$ cat config.mk
export PLATFORM = sky130hd
export DESIGN_NAME = velocity_frame_encoder_crc16_core
export DESIGN_NICKNAME = d
export VERILOG_FILES = /design/src/rtl/vfec_pkg.sv /design/src/rtl/vfec_front.sv /design/src/rtl/vfec_queue.sv /design/src/rtl/vfec_back.sv /design/src/rtl/velocity_frame_encoder_crc16.sv
export SDC_FILE = /design/constraint.sdc
export NUM_CORES = 1
export LEC_CHECK = 0
export BUFFER_PORTS_ARGS = -buffer_cell sky130_fd_sc_hd__buf_2
export CORE_ASPECT_RATIO = 0.7
export CORE_MARGIN = 1
export CORE_UTILIZATION = 34
export DETAILED_ROUTE_END_ITERATION = 7
export GPL_TIMING_DRIVEN = 1
export HOLD_SLACK_MARGIN = 0.06
export PLACE_DENSITY_LB_ADDON = 0.3
export SYNTH_ARGS = -nofsm -noshare
export SYNTH_HDL_FRONTEND = slang
export SYNTH_SLANG_ARGS = --single-unit
$ cat constraint.sdc
create_clock -name i_clk -period 4.2 [get_ports i_clk]
set_input_delay 0.63 -clock i_clk [delete_from_list [all_inputs] [get_ports i_clk]]
set_output_delay 0.63 -clock i_clk [all_outputs]
set_load 0.01 [all_outputs]
$ cat src/rtl/vfec_pkg.sv
// Types, constants and CRC helper for the velocity frame encoder.
// Used by every module of the encoder; depends on nothing.
package vfec_pkg;

    // Input command: two signed speeds
    typedef struct packed {
        logic signed [15:0] linear_speed;
        logic signed [15:0] turn_speed;
    } t_cmd;

    // One frame byte on the output channel
    typedef struct packed {
        logic [7:0] frame_byte;
        logic       last_byte;
    } t_out;

    // Queued job: command plus its finished CRC
    typedef struct packed {
        t_cmd        cmd;
        logic [15:0] crc;
    } t_job;

    // Frame constants
    localparam logic [7:0]  Hdr0Byte  = 8'hAA;
    localparam logic [7:0]  Hdr1Byte  = 8'h55;
    localparam logic [7:0]  TypeByte  = 8'h60;
    localparam logic [7:0]  TrailByte = 8'hDD;
    localparam logic [15:0] CrcInit   = 16'hFFFF;
    localparam logic [15:0] CrcPoly   = 16'hA001;

    // Byte positions in the frame
    localparam logic [3:0] PosHdr0  = 4'd0;
    localparam logic [3:0] PosHdr1  = 4'd1;
    localparam logic [3:0] PosType  = 4'd2;
    localparam logic [3:0] PosLinHi = 4'd3;
    localparam logic [3:0] PosLinLo = 4'd4;
    localparam logic [3:0] PosTrnHi = 4'd5;
    localparam logic [3:0] PosTrnLo = 4'd6;
    localparam logic [3:0] PosCrcHi = 4'd7;
    localparam logic [3:0] PosCrcLo = 4'd8;
    localparam logic [3:0] PosTrail = 4'd9;

    // Speed bytes run through the CRC one per cycle
    localparam logic [1:0] SpeedByteLast = 2'd3;

    // Job queue depth
    localparam int unsigned QueueDepth = 2;

    // One byte of reflected CRC-16 (poly A001), eight bit steps
    function automatic logic [15:0] crc_byte(input logic [15:0] crc_in,
                                             input logic [7:0]  data);
        logic [15:0] acc;
        acc = crc_in ^ {8'h00, data};
        for (int b = 0; b < 8; b++) begin
            if (acc[0]) begin
                acc = (acc >> 1) ^ CrcPoly;
            end else begin
                acc = acc >> 1;
            end
        end
        return acc;
    endfunction

    // CRC after the three fixed header bytes
    localparam logic [15:0] CrcPrefix =
        crc_byte(crc_byte(crc_byte(CrcInit, Hdr0Byte), Hdr1Byte), TypeByte);

endpackage

$ cat src/rtl/vfec_front.sv
// Front end: accepts a command and folds its four speed bytes into the CRC.
// Depends on vfec_pkg; pushes finished jobs into vfec_queue.
module vfec_front import vfec_pkg::*; (
    input  logic i_clk,
    input  logic i_rst_n,
    input  logic i_valid,
    output logic o_ready,
    input  t_cmd i_cmd,
    output logic o_push_valid,
    input  logic i_push_ready,
    output t_job o_push_job
);

    typedef enum logic [2:0] {
        S_IDLE = 3'b001,
        S_CALC = 3'b010,
        S_PUSH = 3'b100
    } t_state;

    t_state      r_state, n_state;
    t_cmd        r_cmd, n_cmd;
    logic [15:0] r_crc, n_crc;
    logic [1:0]  r_idx, n_idx;
    logic [7:0]  sel_byte;
    logic        accept;

    // Take a new command when idle or while the finished one leaves
    assign o_ready = (r_state == S_IDLE) || ((r_state == S_PUSH) && i_push_ready);
    assign accept  = i_valid && o_ready;

    assign o_push_valid = (r_state == S_PUSH);
    assign o_push_job   = '{cmd: r_cmd, crc: r_crc};

    // Pick the speed byte for this CRC step
    always_comb begin
        case (r_idx)
            2'd0:    sel_byte = r_cmd.linear_speed[15:8];
            2'd1:    sel_byte = r_cmd.linear_speed[7:0];
            2'd2:    sel_byte = r_cmd.turn_speed[15:8];
            default: sel_byte = r_cmd.turn_speed[7:0];
        endcase
    end

    // Sequence: load, four CRC steps, push
    always_comb begin
        n_state = r_state;
        n_cmd   = r_cmd;
        n_crc   = r_crc;
        n_idx   = r_idx;
        unique case (r_state)
            S_IDLE: begin
                if (accept) begin
                    n_cmd   = i_cmd;
                    n_crc   = CrcPrefix;
                    n_idx   = 2'd0;
                    n_state = S_CALC;
                end
            end
            S_CALC: begin
                n_crc = crc_byte(r_crc, sel_byte);
                n_idx = r_idx + 2'd1;
                if (r_idx == SpeedByteLast) begin
                    n_state = S_PUSH;
                end
            end
            S_PUSH: begin
                if (i_push_ready) begin
                    if (accept) begin
                        n_cmd   = i_cmd;
                        n_crc   = CrcPrefix;
                        n_idx   = 2'd0;
                        n_state = S_CALC;
                    end else begin
                        n_state = S_IDLE;
                    end
                end
            end
            default: n_state = S_IDLE;
        endcase
    end

    // Control state resets, payload just loads
    always_ff @(posedge i_clk) begin
        if (!i_rst_n) begin
            r_state <= S_IDLE;
            r_idx   <= 2'd0;
        end else begin
            r_state <= n_state;
            r_idx   <= n_idx;
        end
        r_cmd <= n_cmd;
        r_crc <= n_crc;
    end

    // A job is only offered after all four steps
    a_push_after_calc: assert property (@(posedge i_clk) disable iff (!i_rst_n)
        (r_state == S_PUSH) && !$past(r_state == S_PUSH) |-> $past(r_idx == SpeedByteLast))
        else $error("front pushed before CRC finished");

endmodule

$ cat src/rtl/vfec_queue.sv
// Short job queue between the front end and the byte serializer.
// Depends on vfec_pkg for the job type and depth.
module vfec_queue import vfec_pkg::*; (
    input  logic i_clk,
    input  logic i_rst_n,
    input  logic i_push_valid,
    output logic o_push_ready,
    input  t_job i_push_job,
    output logic o_pop_valid,
    input  logic i_pop,
    output t_job o_pop_job
);

    localparam int unsigned PtrW = (QueueDepth > 1) ? $clog2(QueueDepth) : 1;
    localparam int unsigned CntW = $clog2(QueueDepth + 1);

    t_job            r_slot [QueueDepth];
    logic [PtrW-1:0] r_wr_ptr, r_rd_ptr;
    logic [CntW-1:0] r_count;
    logic            push, pop;

    assign o_push_ready = (r_count != CntW'(QueueDepth));
    assign o_pop_valid  = (r_count != '0);
    assign o_pop_job    = r_slot[r_rd_ptr];

    assign push = i_push_valid && o_push_ready;
    assign pop  = i_pop && o_pop_valid;

    // Write slot
    always_ff @(posedge i_clk) begin
        if (push) begin
            r_slot[r_wr_ptr] <= i_push_job;
        end
    end

    // Advance pointers and count
    always_ff @(posedge i_clk) begin
        if (!i_rst_n) begin
            r_wr_ptr <= '0;
            r_rd_ptr <= '0;
            r_count  <= '0;
        end else begin
            if (push) begin
                r_wr_ptr <= (r_wr_ptr == PtrW'(QueueDepth - 1)) ? '0 : r_wr_ptr + 1'b1;
            end
            if (pop) begin
                r_rd_ptr <= (r_rd_ptr == PtrW'(QueueDepth - 1)) ? '0 : r_rd_ptr + 1'b1;
            end
            if (push && !pop) begin
                r_count <= r_count + 1'b1;
            end else if (pop && !push) begin
                r_count <= r_count - 1'b1;
            end
        end
    end

    a_count_bound: assert property (@(posedge i_clk) disable iff (!i_rst_n)
        r_count <= CntW'(QueueDepth))
        else $error("queue count out of range");

    a_count_track: assert property (@(posedge i_clk) disable iff (!i_rst_n)
        $past(i_rst_n) && $past(push && !pop) |-> r_count == $past(r_count) + 1'b1)
        else $error("queue count missed a push");

endmodule

$ cat src/rtl/vfec_back.sv
// Back end: walks the head job through the ten frame bytes into an output register.
// Depends on vfec_pkg; pops jobs from vfec_queue.
module vfec_back import vfec_pkg::*; (
    input  logic i_clk,
    input  logic i_rst_n,
    input  logic i_job_valid,
    input  t_job i_job,
    output logic o_pop,
    output logic o_valid,
    input  logic i_ready,
    output t_out o_frame
);

    logic [3:0] r_pos;
    logic       r_out_valid;
    t_out       r_out;
    logic       load;
    logic [7:0] cur_byte;

    // Refill the output register when empty or being taken
    assign load  = i_job_valid && (!r_out_valid || i_ready);
    assign o_pop = load && (r_pos == PosTrail);

    assign o_valid = r_out_valid;
    assign o_frame = r_out;

    // Select the frame byte at the current position
    always_comb begin
        unique case (r_pos)
            PosHdr0:  cur_byte = Hdr0Byte;
            PosHdr1:  cur_byte = Hdr1Byte;
            PosType:  cur_byte = TypeByte;
            PosLinHi: cur_byte = i_job.cmd.linear_speed[15:8];
            PosLinLo: cur_byte = i_job.cmd.linear_speed[7:0];
            PosTrnHi: cur_byte = i_job.cmd.turn_speed[15:8];
            PosTrnLo: cur_byte = i_job.cmd.turn_speed[7:0];
            PosCrcHi: cur_byte = i_job.crc[15:8];
            PosCrcLo: cur_byte = i_job.crc[7:0];
            default:  cur_byte = TrailByte;
        endcase
    end

    // Advance position and drive the output register
    always_ff @(posedge i_clk) begin
        if (!i_rst_n) begin
            r_pos       <= PosHdr0;
            r_out_valid <= 1'b0;
        end else begin
            if (load) begin
                r_out_valid <= 1'b1;
                r_pos       <= (r_pos == PosTrail) ? PosHdr0 : r_pos + 4'd1;
            end else if (i_ready) begin
                r_out_valid <= 1'b0;
            end
        end
        if (load) begin
            r_out.frame_byte <= cur_byte;
            r_out.last_byte  <= (r_pos == PosTrail);
        end
    end

    a_pos_range: assert property (@(posedge i_clk) disable iff (!i_rst_n)
        r_pos <= PosTrail)
        else $error("frame position out of range");

    a_last_is_trailer: assert property (@(posedge i_clk) disable iff (!i_rst_n)
        r_out_valid && r_out.last_byte |-> r_out.frame_byte == TrailByte)
        else $error("last byte flag on a byte that is not the trailer");

endmodule

$ cat src/rtl/velocity_frame_encoder_crc16.sv
// Channel    | Direction | Handshake                  | Payload
// command    | in        | i_in_valid / o_in_ready    | i_cmd   (t_cmd)
// frame byte | out       | o_out_valid / i_out_ready  | o_frame (t_out)
//
// Each command yields ten output bytes, one per cycle while i_out_ready is high,
// so the sustained command rate is set by the byte serializer on the output
// channel. The front end takes four CRC byte steps and a push per command, and
// can accept the next command while the finished job is taken by the queue.
// Reset is synchronous, active low, and clears control state only.
// A 2-deep job queue lets the front keep taking commands while output stalls.
//
// Top level of the velocity frame encoder; depends on vfec_pkg, vfec_front,
// vfec_queue and vfec_back.
module velocity_frame_encoder_crc16_core import vfec_pkg::*; (
    input  logic i_clk,
    input  logic i_rst_n,
    input  logic i_in_valid,
    output logic o_in_ready,
    input  t_cmd i_cmd,
    output logic o_out_valid,
    input  logic i_out_ready,
    output t_out o_frame
);

    logic push_valid, push_ready, job_valid, pop;
    t_job push_job, head_job;

    // Accept commands and compute CRC
    vfec_front u_front (
        .i_clk        (i_clk),
        .i_rst_n      (i_rst_n),
        .i_valid      (i_in_valid),
        .o_ready      (o_in_ready),
        .i_cmd        (i_cmd),
        .o_push_valid (push_valid),
        .i_push_ready (push_ready),
        .o_push_job   (push_job)
    );

    // Hold finished jobs
    vfec_queue u_queue (
        .i_clk        (i_clk),
        .i_rst_n      (i_rst_n),
        .i_push_valid (push_valid),
        .o_push_ready (push_ready),
        .i_push_job   (push_job),
        .o_pop_valid  (job_valid),
        .i_pop        (pop),
        .o_pop_job    (head_job)
    );

    // Serialize frames
    vfec_back u_back (
        .i_clk       (i_clk),
        .i_rst_n     (i_rst_n),
        .i_job_valid (job_valid),
        .i_job       (head_job),
        .o_pop       (pop),
        .o_valid     (o_out_valid),
        .i_ready     (i_out_ready),
        .o_frame     (o_frame)
    );

endmodule
==> results of run 1 <==
[final cells by class]
type / count / area, µm² / share of cell area [%]
tap: 264 / 330 / 4.22
multi-input combinational: 226 / 1730 / 22.1
clock buffer: 19 / 433 / 5.54
inverter: 15 / 56.3 / 0.720
timing repair buffer: 51 / 268 / 3.42
clock inverter: 12 / 104 / 1.33
sequential: 168 / 4900 / 62.6
[cells by family (layout without fill, tap and decap cells)]
logic type               after synthesis  after routing
AO/OA/AOI/OAI                         57             57
XOR/XNOR                              26             26
adder cells (fa/ha/maj)                5              5
buffers and inverters                 33             97
flip-flops                           168            168
multiplexers                          48             48
AND/OR/NAND/NOR                       90             90
[routing by layer]
metal / share of wire, % / global-route usage, % / vias to the layer above
met3: 6.1 / 4.22 / 12
met1: 48 / 21.9 / 1868
li1: - / - / 1738
met4: 1.1 / 4.90 / 0
met2: 44 / 21.9 / 100
met5: 0 / 0 / -
[flip-flops by register name, summed over array words and instances (netlist names), named ones only]
register	flops
u_front.r_idx	2
u_back.o_frame	9
u_queue.r_count	2
u_back.r_pos	4
u_front.r_crc	16
u_front.o_push_job	32
u_queue.r_slot	96
u_queue.r_wr_ptr	1
u_back.o_valid	1
u_front.r_state	3
u_queue.r_rd_ptr	1
[how the worst min path moves through the flow]
| stage | startpoint | end | depth (start not counted) |
|---|---|---|---|
| global route | i_cmd[12] | u_front.o_push_job[28] | 1 |
| global placement | u_front.r_crc[10] | u_queue.r_slot[0][10] | 0 |
| finish | i_cmd[24] | u_front.o_push_job[40] | 1 |
| floorplan | u_front.r_crc[12] | u_queue.r_slot[0][12] | 0 |
| detailed placement | u_front.r_crc[9] | u_queue.r_slot[0][9] | 0 |
| CTS | i_cmd[16] | u_front.o_push_job[32] | 1 |
[cell usage in the layout (no fill, tap or decap), types with 12 or more instances in the layout]
cell,synthesis,layout
edfxtp_1,153,153
mux2i_1,46,46
buf_2,3,46
nor2_1,22,22
nand2_1,17,17
clkbuf_16,0,17
inv_1,15,15
xnor2_1,15,15
dfxtp_1,15,14
o21ai_0,13,13
a222oi_1,12,12
[power breakdown]
part           total, mW  internal [mW]  switching (mW)
logic              0.157         0.0782          0.0786
clock network       1.44          0.809           0.634
registers           1.90           1.86          0.0345
total               3.50           2.75           0.748
[worst max-delay path, cell delays in order (launching register included)]
cell and delay (ns):
dfxtp_1 0.40, inv_1 0.08, ha_1 0.33, a222oi_1 0.38
mux2i_1 0.17, xnor2_2 0.27, xor2_2 0.19, xor3_2 0.50
xnor3_1 0.22, nor2_1 0.04
==> key figures, run 1 <==
Global route
  • Largest net degree at the start of global routing: 32
  • First-pass GRT wire length: roughly 22 mm
  • Initial antenna violation count: 0
  • Vias in the first global route: between 3,000 and 4,000
  • Overflow after GRT: 0
  • Tot GR Track Use: ~15%

STA
  • RSZ-0062 raised after global routing: false
  • Fin. max-slew vios: 0
  • Max frequency: between 0.3 and 0.4 GHz
  • Final Hold Slack: 0.373 ns
  • Final Hold Viols: 0
  • Final setup violation count: 0
  • Minimum clock period: around 2.8 ns
  • Post-Route Skew: roughly 0.008 ns
  • Total negative slack: 0 ns
  • Max transition margin: between 40% and 50%
  • Final worst setup slack: 1.36 ns
  • Final period util: approximately two thirds
  • Worst slew pin tran: between 0.8 and 0.9 ns

Clock network
  • Clock Tree Root: clkbuf_16
  • H-tree depth: 4
  • Clock slew at reported path FFs: around 0.060 ns
  • CTS tree: built
  • Post CTS Setup Buffer Count: 0
  • Clock Path Buffers: 2
  • Worst skew pair latency: 0.43 ns
  • # resized after CTS: 0
  • Sink Count: 168
  • Hold buffers post-CTS: 0
  • Clock buffer count from CTS: 17

Detailed routing
  • Initial DRC count: approximately 330
  • DRC violations left: 0
  • Avg WL per Cell: 19.1 µm
  • First-pass DRT Iterations: 5
  • Vias: ~3,700
  • Final ANT Viol Nets: 0
  • Total Routed Length: 14.4 mm
  • DR vias/cell: approximately 4.9

Critical path
  • CP Class: register to register
  • R2r setup slk: 1.36 ns
  • Reg2reg start: u_front.r_idx[0]
  • Worst Setup EP: u_front.r_crc[0]
  • CP Launch Point: u_front.r_idx[0]
  • CP startpoint kind: register
  • R2R depth: 9
  • Reg2reg end: u_front.r_crc[0]
  • CP Capture Type: register
  • Crit-path max FO: 8
  • WP data required: between 4 and 5 ns
  • CP arrival: 3.02 ns

Power and ir drop
  • Peak supply drop: roughly 280 µV
  • Pwr dens: roughly 450 nW/µm²
  • Tot Pwr: 3.50 mW
  • Leak: roughly 2.5 nW

Synthesis
  • EDFF count, synth: 153
  • Syn_area_per_cell: ~16 µm²
  • Largest family of logic cells by synthesized area: multiplexers
  • Synth area leaders: edfxtp_1 (68%), mux2i_1 (6.8%), dfxtp_1 (4.4%)
  • Post-synthesis mux area share: between 7 and 8%
  • Synth top area share: slightly below 70%
  • FF+latch count, synth: roughly 170
  • Xor/xnor share of the synthesized area: between 4 and 5%
  • Cell variety after synth: 50
  • Yosys warns: 0
  • Adder-Cell Fraction of Synth Area: less than 1%
  • Ys flop type: edfxtp_1
  • Syn_nets: between 400 and 500
  • Post-synthesis compound-gate area fraction: between 5 and 6%
  • Post-synthesis sequential area ratio: a little over 70%
  • Synth Instances: 427
  • Synth cell count leaders: edfxtp_1 (153), mux2i_1 (46), nor2_1 (22), nand2_1 (17)
  • Cell taking the most area after synthesis: edfxtp_1
  • Mapped Area: 6770 µm²
  • Most numerous cell in the Yosys netlist: edfxtp_1
  • Post-synth ARST share: 0%
  • Simple-gate share of the synthesized area: under 10%

Outcome
  • Status: finished, final reports clean

Placed design
  • I/O Buffers: 46
  • GPL Wtd Cong: approximately 0.81
  • DP Area: between 7000 and 8000 µm²
  • DP HPWL: between 9 and 10 mm
  • Dpl ws: about 1.4 ns
  • Dpl cells: slightly above 700

Floorplanning
  • Core ar.: roughly 19,000 µm²
  • Row cnt: 42
  • Die height: 120 µm
  • Top Ports: 47
  • Starting Density: a little over a third
  • Die width: 171 µm
  • Die footprint: 20,500 µm²

Final layout
  • Core Util, Final: 40.8%
  • Fillers: ~1,800
  • Synth-to-Final Area Change: 15.4%
  • ANT cells: 0
  • Finished Layout Cells: around 760
  • Fin nets: between 500 and 600
  • Design area: approximately 7800 µm²
  • Layout cell share with drive strength beyond 1: around 18%

Min path
  • HP Class: primary input to register

Run
  • Max-cap violations: 0
Note: power is estimated with default switching activity, not from simulation.
==> run 2: changes to the inputs <==
- clock period: 4.2 -> 2.31 ns (I/O delays scaled with it)
==> run 2 against run 1 <==
Effect of this change: the flow now finishes with violations (negative setup slack); via count rose by 5.8%; total power up 83%; utilization is 2.5 points higher; die area did not move; cell count is 6.0% higher; count of clock-buffer cells in the layout decreased by 2; wire length up 3.8%; first-iteration DRC count grew 23%; setup slack got worse by 1.6 ns; combinational power grew to 2.6 times the previous value; critical path type unchanged; largest cell class unchanged.
==> key figures, run 2 (synthesis gave the netlist of run 1 again) <==
Detailed routing
  • DR vias/cell: between 4 and 5
  • DRC violations left: 0
  • First-pass DRT Iterations: 7
  • Total Routed Length: roughly 15 mm
  • Initial DRC count: 411
  • Avg WL per Cell: roughly 19 µm
  • Vias: just under 4,000
  • Final ANT Viol Nets: 0

Clock network
  • Clock slew at reported path FFs: ~0.06 ns
  • H-tree depth: 4
  • Clock Path Buffers: 2
  • CTS tree: built
  • Sink Count: between 150 and 200
  • Clock buffer count from CTS: 17
  • Worst skew pair latency: 0.43 ns
  • Hold buffers post-CTS: 0
  • Clock Tree Root: clkbuf_16

Power and ir drop
  • Leak: between 2 and 3 nW
  • Reg power frac: about 54%
  • Clock share of power: between 30 and 40%
  • Pint: between 4 and 5 mW
  • Pwr dens: around 770 nW/µm²
  • Comb pwr share: 6.3%
  • Sw Pwr: roughly 1.4 mW
  • Peak supply drop: 525 µV
  • Switching Share: roughly 22%

Global route
  • Tot GR Track Use: ~16%
  • First-pass GRT wire length: about 23 mm
  • Largest net degree at the start of global routing: 25
  • Initial antenna violation count: 0
  • Overflow after GRT: 0
  • Vias in the first global route: 4,027

Final layout
  • Biggest register: u_queue.r_slot
  • Layout cell share with drive strength beyond 1: between 20% and 30%
  • Most frequent cells in the layout: edfxtp_1 (153), mux2i_1 (46), buf_2 (46), buf_4 (43), nor2_1 (22)
  • Commonest non-fill, non-tap cell in the layout: edfxtp_1
  • Core Util, Final: roughly 43%
  • Fillers: 1,719
  • Register area: 4900 µm²
  • ANT cells: 0
  • Fin nets: 564
  • Design area: about 8300 µm²
  • Multi-input combinational cell area: ~1800 µm²
  • Synth-to-Final Area Change: 22.5%
  • Max FFs per register: between 90 and 100

Floorplanning
  • Die footprint: 20,500 µm²
  • Die width: between 150 and 200 µm
  • Starting Density: 35.3%
  • Row cnt: 42
  • Core ar.: 19,200 µm²
  • Die height: between 100 and 150 µm
  • Top Ports: 47

Critical path
  • CP max stage delay: 0.50 ns
  • Reg2reg start: u_front.r_idx[1]
  • Reg2reg end: u_front.r_crc[0]
  • R2r setup slk: -0.26 ns
  • CP Class: register to register
  • CP startpoint kind: register
  • WP data required: 2.48 ns
  • CP Launch Point: u_front.r_idx[1]
  • CP arrival: 2.74 ns
  • CP Capture Type: register
  • Crit-path max FO: 7
  • R2R depth: 9
  • Worst-path cell chain: inv_4 > ha_4 > a222oi_1 > mux2i_1 > xnor2_2 > xor2_2 > xor3_2 > xnor3_1 > nor2_1
  • Slowest CP cell: xor3_2

Run
  • Max-cap violations: 0

STA
  • Final period util: 111%
  • Minimum clock period: 2.57 ns
  • Final setup violation count: 3
  • Max frequency: around 0.39 GHz
  • RSZ-0062 raised after global routing: true
  • Post-Route Skew: around 0.013 ns
  • Final worst setup slack: -0.262 ns
  • Max transition margin: 49.9%
  • Worst slew pin tran: about 0.75 ns
  • Fin. max-slew vios: 0
  • Final Hold Viols: 0
  • Total negative slack: -0.610 ns

Min path
  • HP Class: primary input to register
  • WHS Endpoint: u_front.o_push_job[44]
  • Hold path depth: 1
  • Worst Min Path Start: i_cmd[28]

Outcome
  • Status: finished, violations left
  • Failing checks: negative setup slack

Placed design
  • GPL Wtd Cong: between 0.8 and 0.9
  • DP Area: approximately 7600 µm²
  • I/O Buffers: 46
  • DP HPWL: roughly 10 mm
## run 2: cell types whose count changed in the layout (fill, tap and decap cells not counted), sizes merged
cell,delta
clkinvlp,+1
clkinv,+1
clkbuf,-2
buf,+44
bufinv,-1
inv,+2
## run 2: timing repair
item | in CTS | in global routing
buffers inserted | 4 | 3
pin swaps | 7 | 5
gates resized for setup | 4 | 9
endpoints found under the setup margin | 3 | 5
## run 2: metrics by stage
step / std cells / hold slack (ns) / worst slack (ns) / power, mW
after global routing: 800 / 0.0817 / -0.360 / 6.60
after CTS: 797 / 0.0798 / -0.242 / 6.41
after floorplan: 427 / 0.436 / -0.254 / 3.69
after detailed placement: 761 / 0.468 / -0.312 / 3.86
after global placement: 761 / 0.459 / -0.185 / 3.85
final: 800 / 0.0907 / -0.262 / 6.40
## run 2: how the worst max path moves through the flow
stage / endpoint / slack (ns) / depth (start not counted)
2_1_floorplan: u_front.r_crc[0] / -0.25 / 10
3_3_place_gp: u_front.r_crc[15] / -0.19 / 9
3_5_place_dp: u_front.r_crc[0] / -0.31 / 9
4_1_cts: u_front.r_crc[0] / -0.24 / 9
5_1_grt: u_front.r_crc[0] / -0.36 / 9
6_report: u_front.r_crc[0] / -0.26 / 9
## run 2: per-layer routing
metal  track usage [%]  wire length [µm]
met1              21.6              7090
met2              24.1              6840
met3              3.50               821
met4              4.67               203
met5                 0                 0
## run 2: power groups by stage
stage | Combinational, mW | Sequential [mW] | Clock [mW]
after floorplan | 0.211 | 3.48 | 0
after global placement | 0.340 | 3.51 | 0
after detailed placement | 0.347 | 3.51 | 0
after CTS | 0.366 | 3.45 | 2.60
after global routing | 0.433 | 3.45 | 2.71
final | 0.401 | 3.45 | 2.56
## run 2: area by class of cell
class                   instances  share of cell area, %
inverters                      15                  0.739
repair buffers                 95                   8.11
clock inverters                15                   1.25
multi-input cells             226                   21.7
well taps                     264                   3.98
flip-flops and latches        168                   59.1
clock buffers                  17                   5.13
## run 2: critical path: cells and delay by family, from the launching register on
kind	cells	cell delay, ns
xor+xnor	4	1.15
flops	1	0.38
compound gates	1	0.34
fa+ha+maj	1	0.18
mux	1	0.18
buf+inv	1	0.05
simple gates	1	0.04
==> run 3: changes to the inputs <==
==> constraint.sdc (replaced) <==
create_clock -name i_clk -period 2.31 [get_ports i_clk]
set_input_delay 0.462 -clock i_clk [delete_from_list [all_inputs] [get_ports i_clk]]
set_output_delay 0.462 -clock i_clk [all_outputs]
set_load 0.01 [all_outputs]
==> run 3 against run 2 <==
Effect of this change: the flow still finishes with violations (negative setup slack); sequential power barely moved; total power rose by 1.6%; combinational power fell by 6.2%; clock power rose by 5%; final area fell by 0.30%; sequential share of layout area rose by 0.18 points; clock skew fell by 0.0011 ns; wire length fell by 1.3%; critical path depth did not move; critical path type unchanged; critical endpoint unchanged.
==> key figures, run 3 (synthesis gave the netlist of run 1 again) <==
Critical path
  • CP Launch Point: u_front.r_idx[1]
  • Worst-path cell chain: inv_4 > ha_4 > a222oi_1 > mux2i_1 > xnor2_1 > xnor3_1 > xor3_2 > xnor3_1 > nor2_1
  • Cell family with most CP delay: XOR/XNOR gates
  • CP startpoint kind: register
  • R2R depth: 9
  • Reg2reg start: u_front.r_idx[1]
  • Crit-path max FO: 7
  • CP arrival: ~2.8 ns
  • Slowest CP cell: xnor3_1
  • WP data required: roughly 2.5 ns
  • CP max stage delay: ~0.43 ns
  • CP Class: register to register
  • Most frequent CP cell: xnor3_1
  • Buf/Inv on CP: 1
  • CP Capture Type: register
  • Critical Path Stages: 9

Clock network
  • H-tree depth: 4
  • CTS tree: built
  • Clock slew at reported path FFs: 0.07 ns
  • Worst skew pair latency: roughly 0.43 ns
  • Clock Path Buffers: 2
  • Clock buffer count from CTS: 17
  • Clock Tree Root: clkbuf_16
  • Sink Count: ~170

Floorplanning
  • Die footprint: between 20,000 and 25,000 µm²
  • Core ar.: ~19,000 µm²
  • Die width: between 150 and 200 µm
  • Starting Density: approximately a third
  • Row cnt: 42
  • Die height: between 100 and 150 µm
  • Top Ports: 47

Final layout
  • Most frequent cells in the layout: edfxtp_1 (153), mux2i_1 (46), buf_2 (46), buf_4 (40), nor2_1 (21)
  • Design area: about 8300 µm²
  • Max FFs per register: 96
  • Fin nets: ~560
  • Synth-to-Final Area Change: 22.2%
  • Core Util, Final: around 43%
  • Commonest non-fill, non-tap cell in the layout: edfxtp_1
  • ANT cells: 0
  • Layout cell share with drive strength beyond 1: between 20% and 30%
  • Biggest register: u_queue.r_slot
  • Finished Layout Cells: between 700 and 800

STA
  • Worst slew pin tran: a little over 0.7 ns
  • Fin. max-slew vios: 0
  • Final setup violation count: 3
  • Max frequency: between 0.3 and 0.4 GHz
  • Final period util: 112%
  • Final Hold Viols: 0
  • Final worst setup slack: -0.270 ns
  • Max transition margin: a little over half
  • Post-Route Skew: between 0.01 and 0.015 ns
  • RSZ-0062 raised after global routing: true
  • Minimum clock period: about 2.6 ns

Outcome
  • Failing checks: negative setup slack
  • Status: finished, violations left

Placed design
  • Dpl cells: 760
  • GPL Wtd Cong: 0.823
  • DP HPWL: approximately 10 mm
  • I/O Buffers: 46
  • DP Area: 7630 µm²

Global route
  • Vias in the first global route: around 4,000
  • Initial antenna violation count: 0
  • Overflow after GRT: 0
  • First-pass GRT wire length: ~23 mm
  • Tot GR Track Use: 15.5%
  • Largest net degree at the start of global routing: 25

Detailed routing
  • Initial DRC count: ~400
  • DR vias/cell: 4.89
  • First-pass DRT Iterations: 5
  • Vias: roughly 4,000
  • Avg WL per Cell: between 15 and 20 µm
  • DRC violations left: 0
  • Final ANT Viol Nets: 0
  • Total Routed Length: 14.8 mm

Min path
  • HP Class: primary input to register
  • Hold path depth: 1
  • Worst Min Path Start: i_cmd[31]

Run
  • Max-cap violations: 0

Power and ir drop
  • Pwr dens: just under 800 nW/µm²
  • Leak: about 2.8 nW
  • Peak supply drop: around 470 µV
run 3: cell type report:
class | count | area [µm²]
Fill cell | 1713 | 10900
Sequential cell | 168 | 4900
Multi-Input combinational cell | 226 | 1770
Timing Repair Buffer | 92 | 651
Clock buffer | 17 | 425
Tap cell | 264 | 330
Clock inverter | 15 | 129
Inverter | 15 | 61.3
run 3: stage by stage:
step	hold WS [ns]	TNS, ns	power (mW)	setup WS, ns
floorplan	0.436	-0.522	3.69	-0.254
global placement	0.454	-0.341	3.85	-0.174
detailed placement	0.463	-0.647	3.86	-0.312
CTS	0.194	-0.669	6.54	-0.291
global route	0.192	-0.983	6.70	-0.391
finish	0.207	-0.612	6.50	-0.270
run 3: power by group:
part           switching (mW)  total, mW  internal (mW)  leakage, nW
sequential             0.0645       3.45           3.38         1.50
combinational           0.168      0.376          0.208         1.01
clock                    1.19       2.68           1.49        0.266
run 3: worst register-to-register path: cells and delay by family (launching register included):
family                   cells  cell delay [ns]
AND/OR/NAND/NOR              1             0.05
buffers and inverters        1             0.05
adder cells (fa/ha/maj)      1             0.18
XOR/XNOR                     4             1.18
flip-flops                   1             0.37
AO/OA/AOI/OAI                1             0.35
multiplexers                 1             0.14
run 3: worst paths after layout:
check / slack (ns) / endpoint
worst min-delay path: 0.21 / u_front.o_push_job[47]
worst max register to register: -0.27 / u_front.r_crc[0]
worst min register to register: 0.48 / u_queue.r_slot[1][33]
worst max-delay path: -0.27 / u_front.r_crc[0]
run 3: timing repair:
| item | CTS | global route |
|---|---|---|
| pin swaps | 2 | 1 |
| hold buffers | 0 | 0 |
| buffers inserted | 4 | 2 |
| gates resized for setup | 4 | 6 |
| endpoints found under the setup margin | 3 | 5 |
| hold endpoints to repair | 0 | 0 |
run 3: per-layer routing:
metal | GRT usage, % | vias up | part of all wire (%)
met5 | 0 | - | 0
met1 | 21.6 | 1944 | 48
met2 | 23.6 | 113 | 45
met4 | 4.67 | 0 | 1.2
met3 | 3.96 | 18 | 5.6
li1 | - | 1825 | -
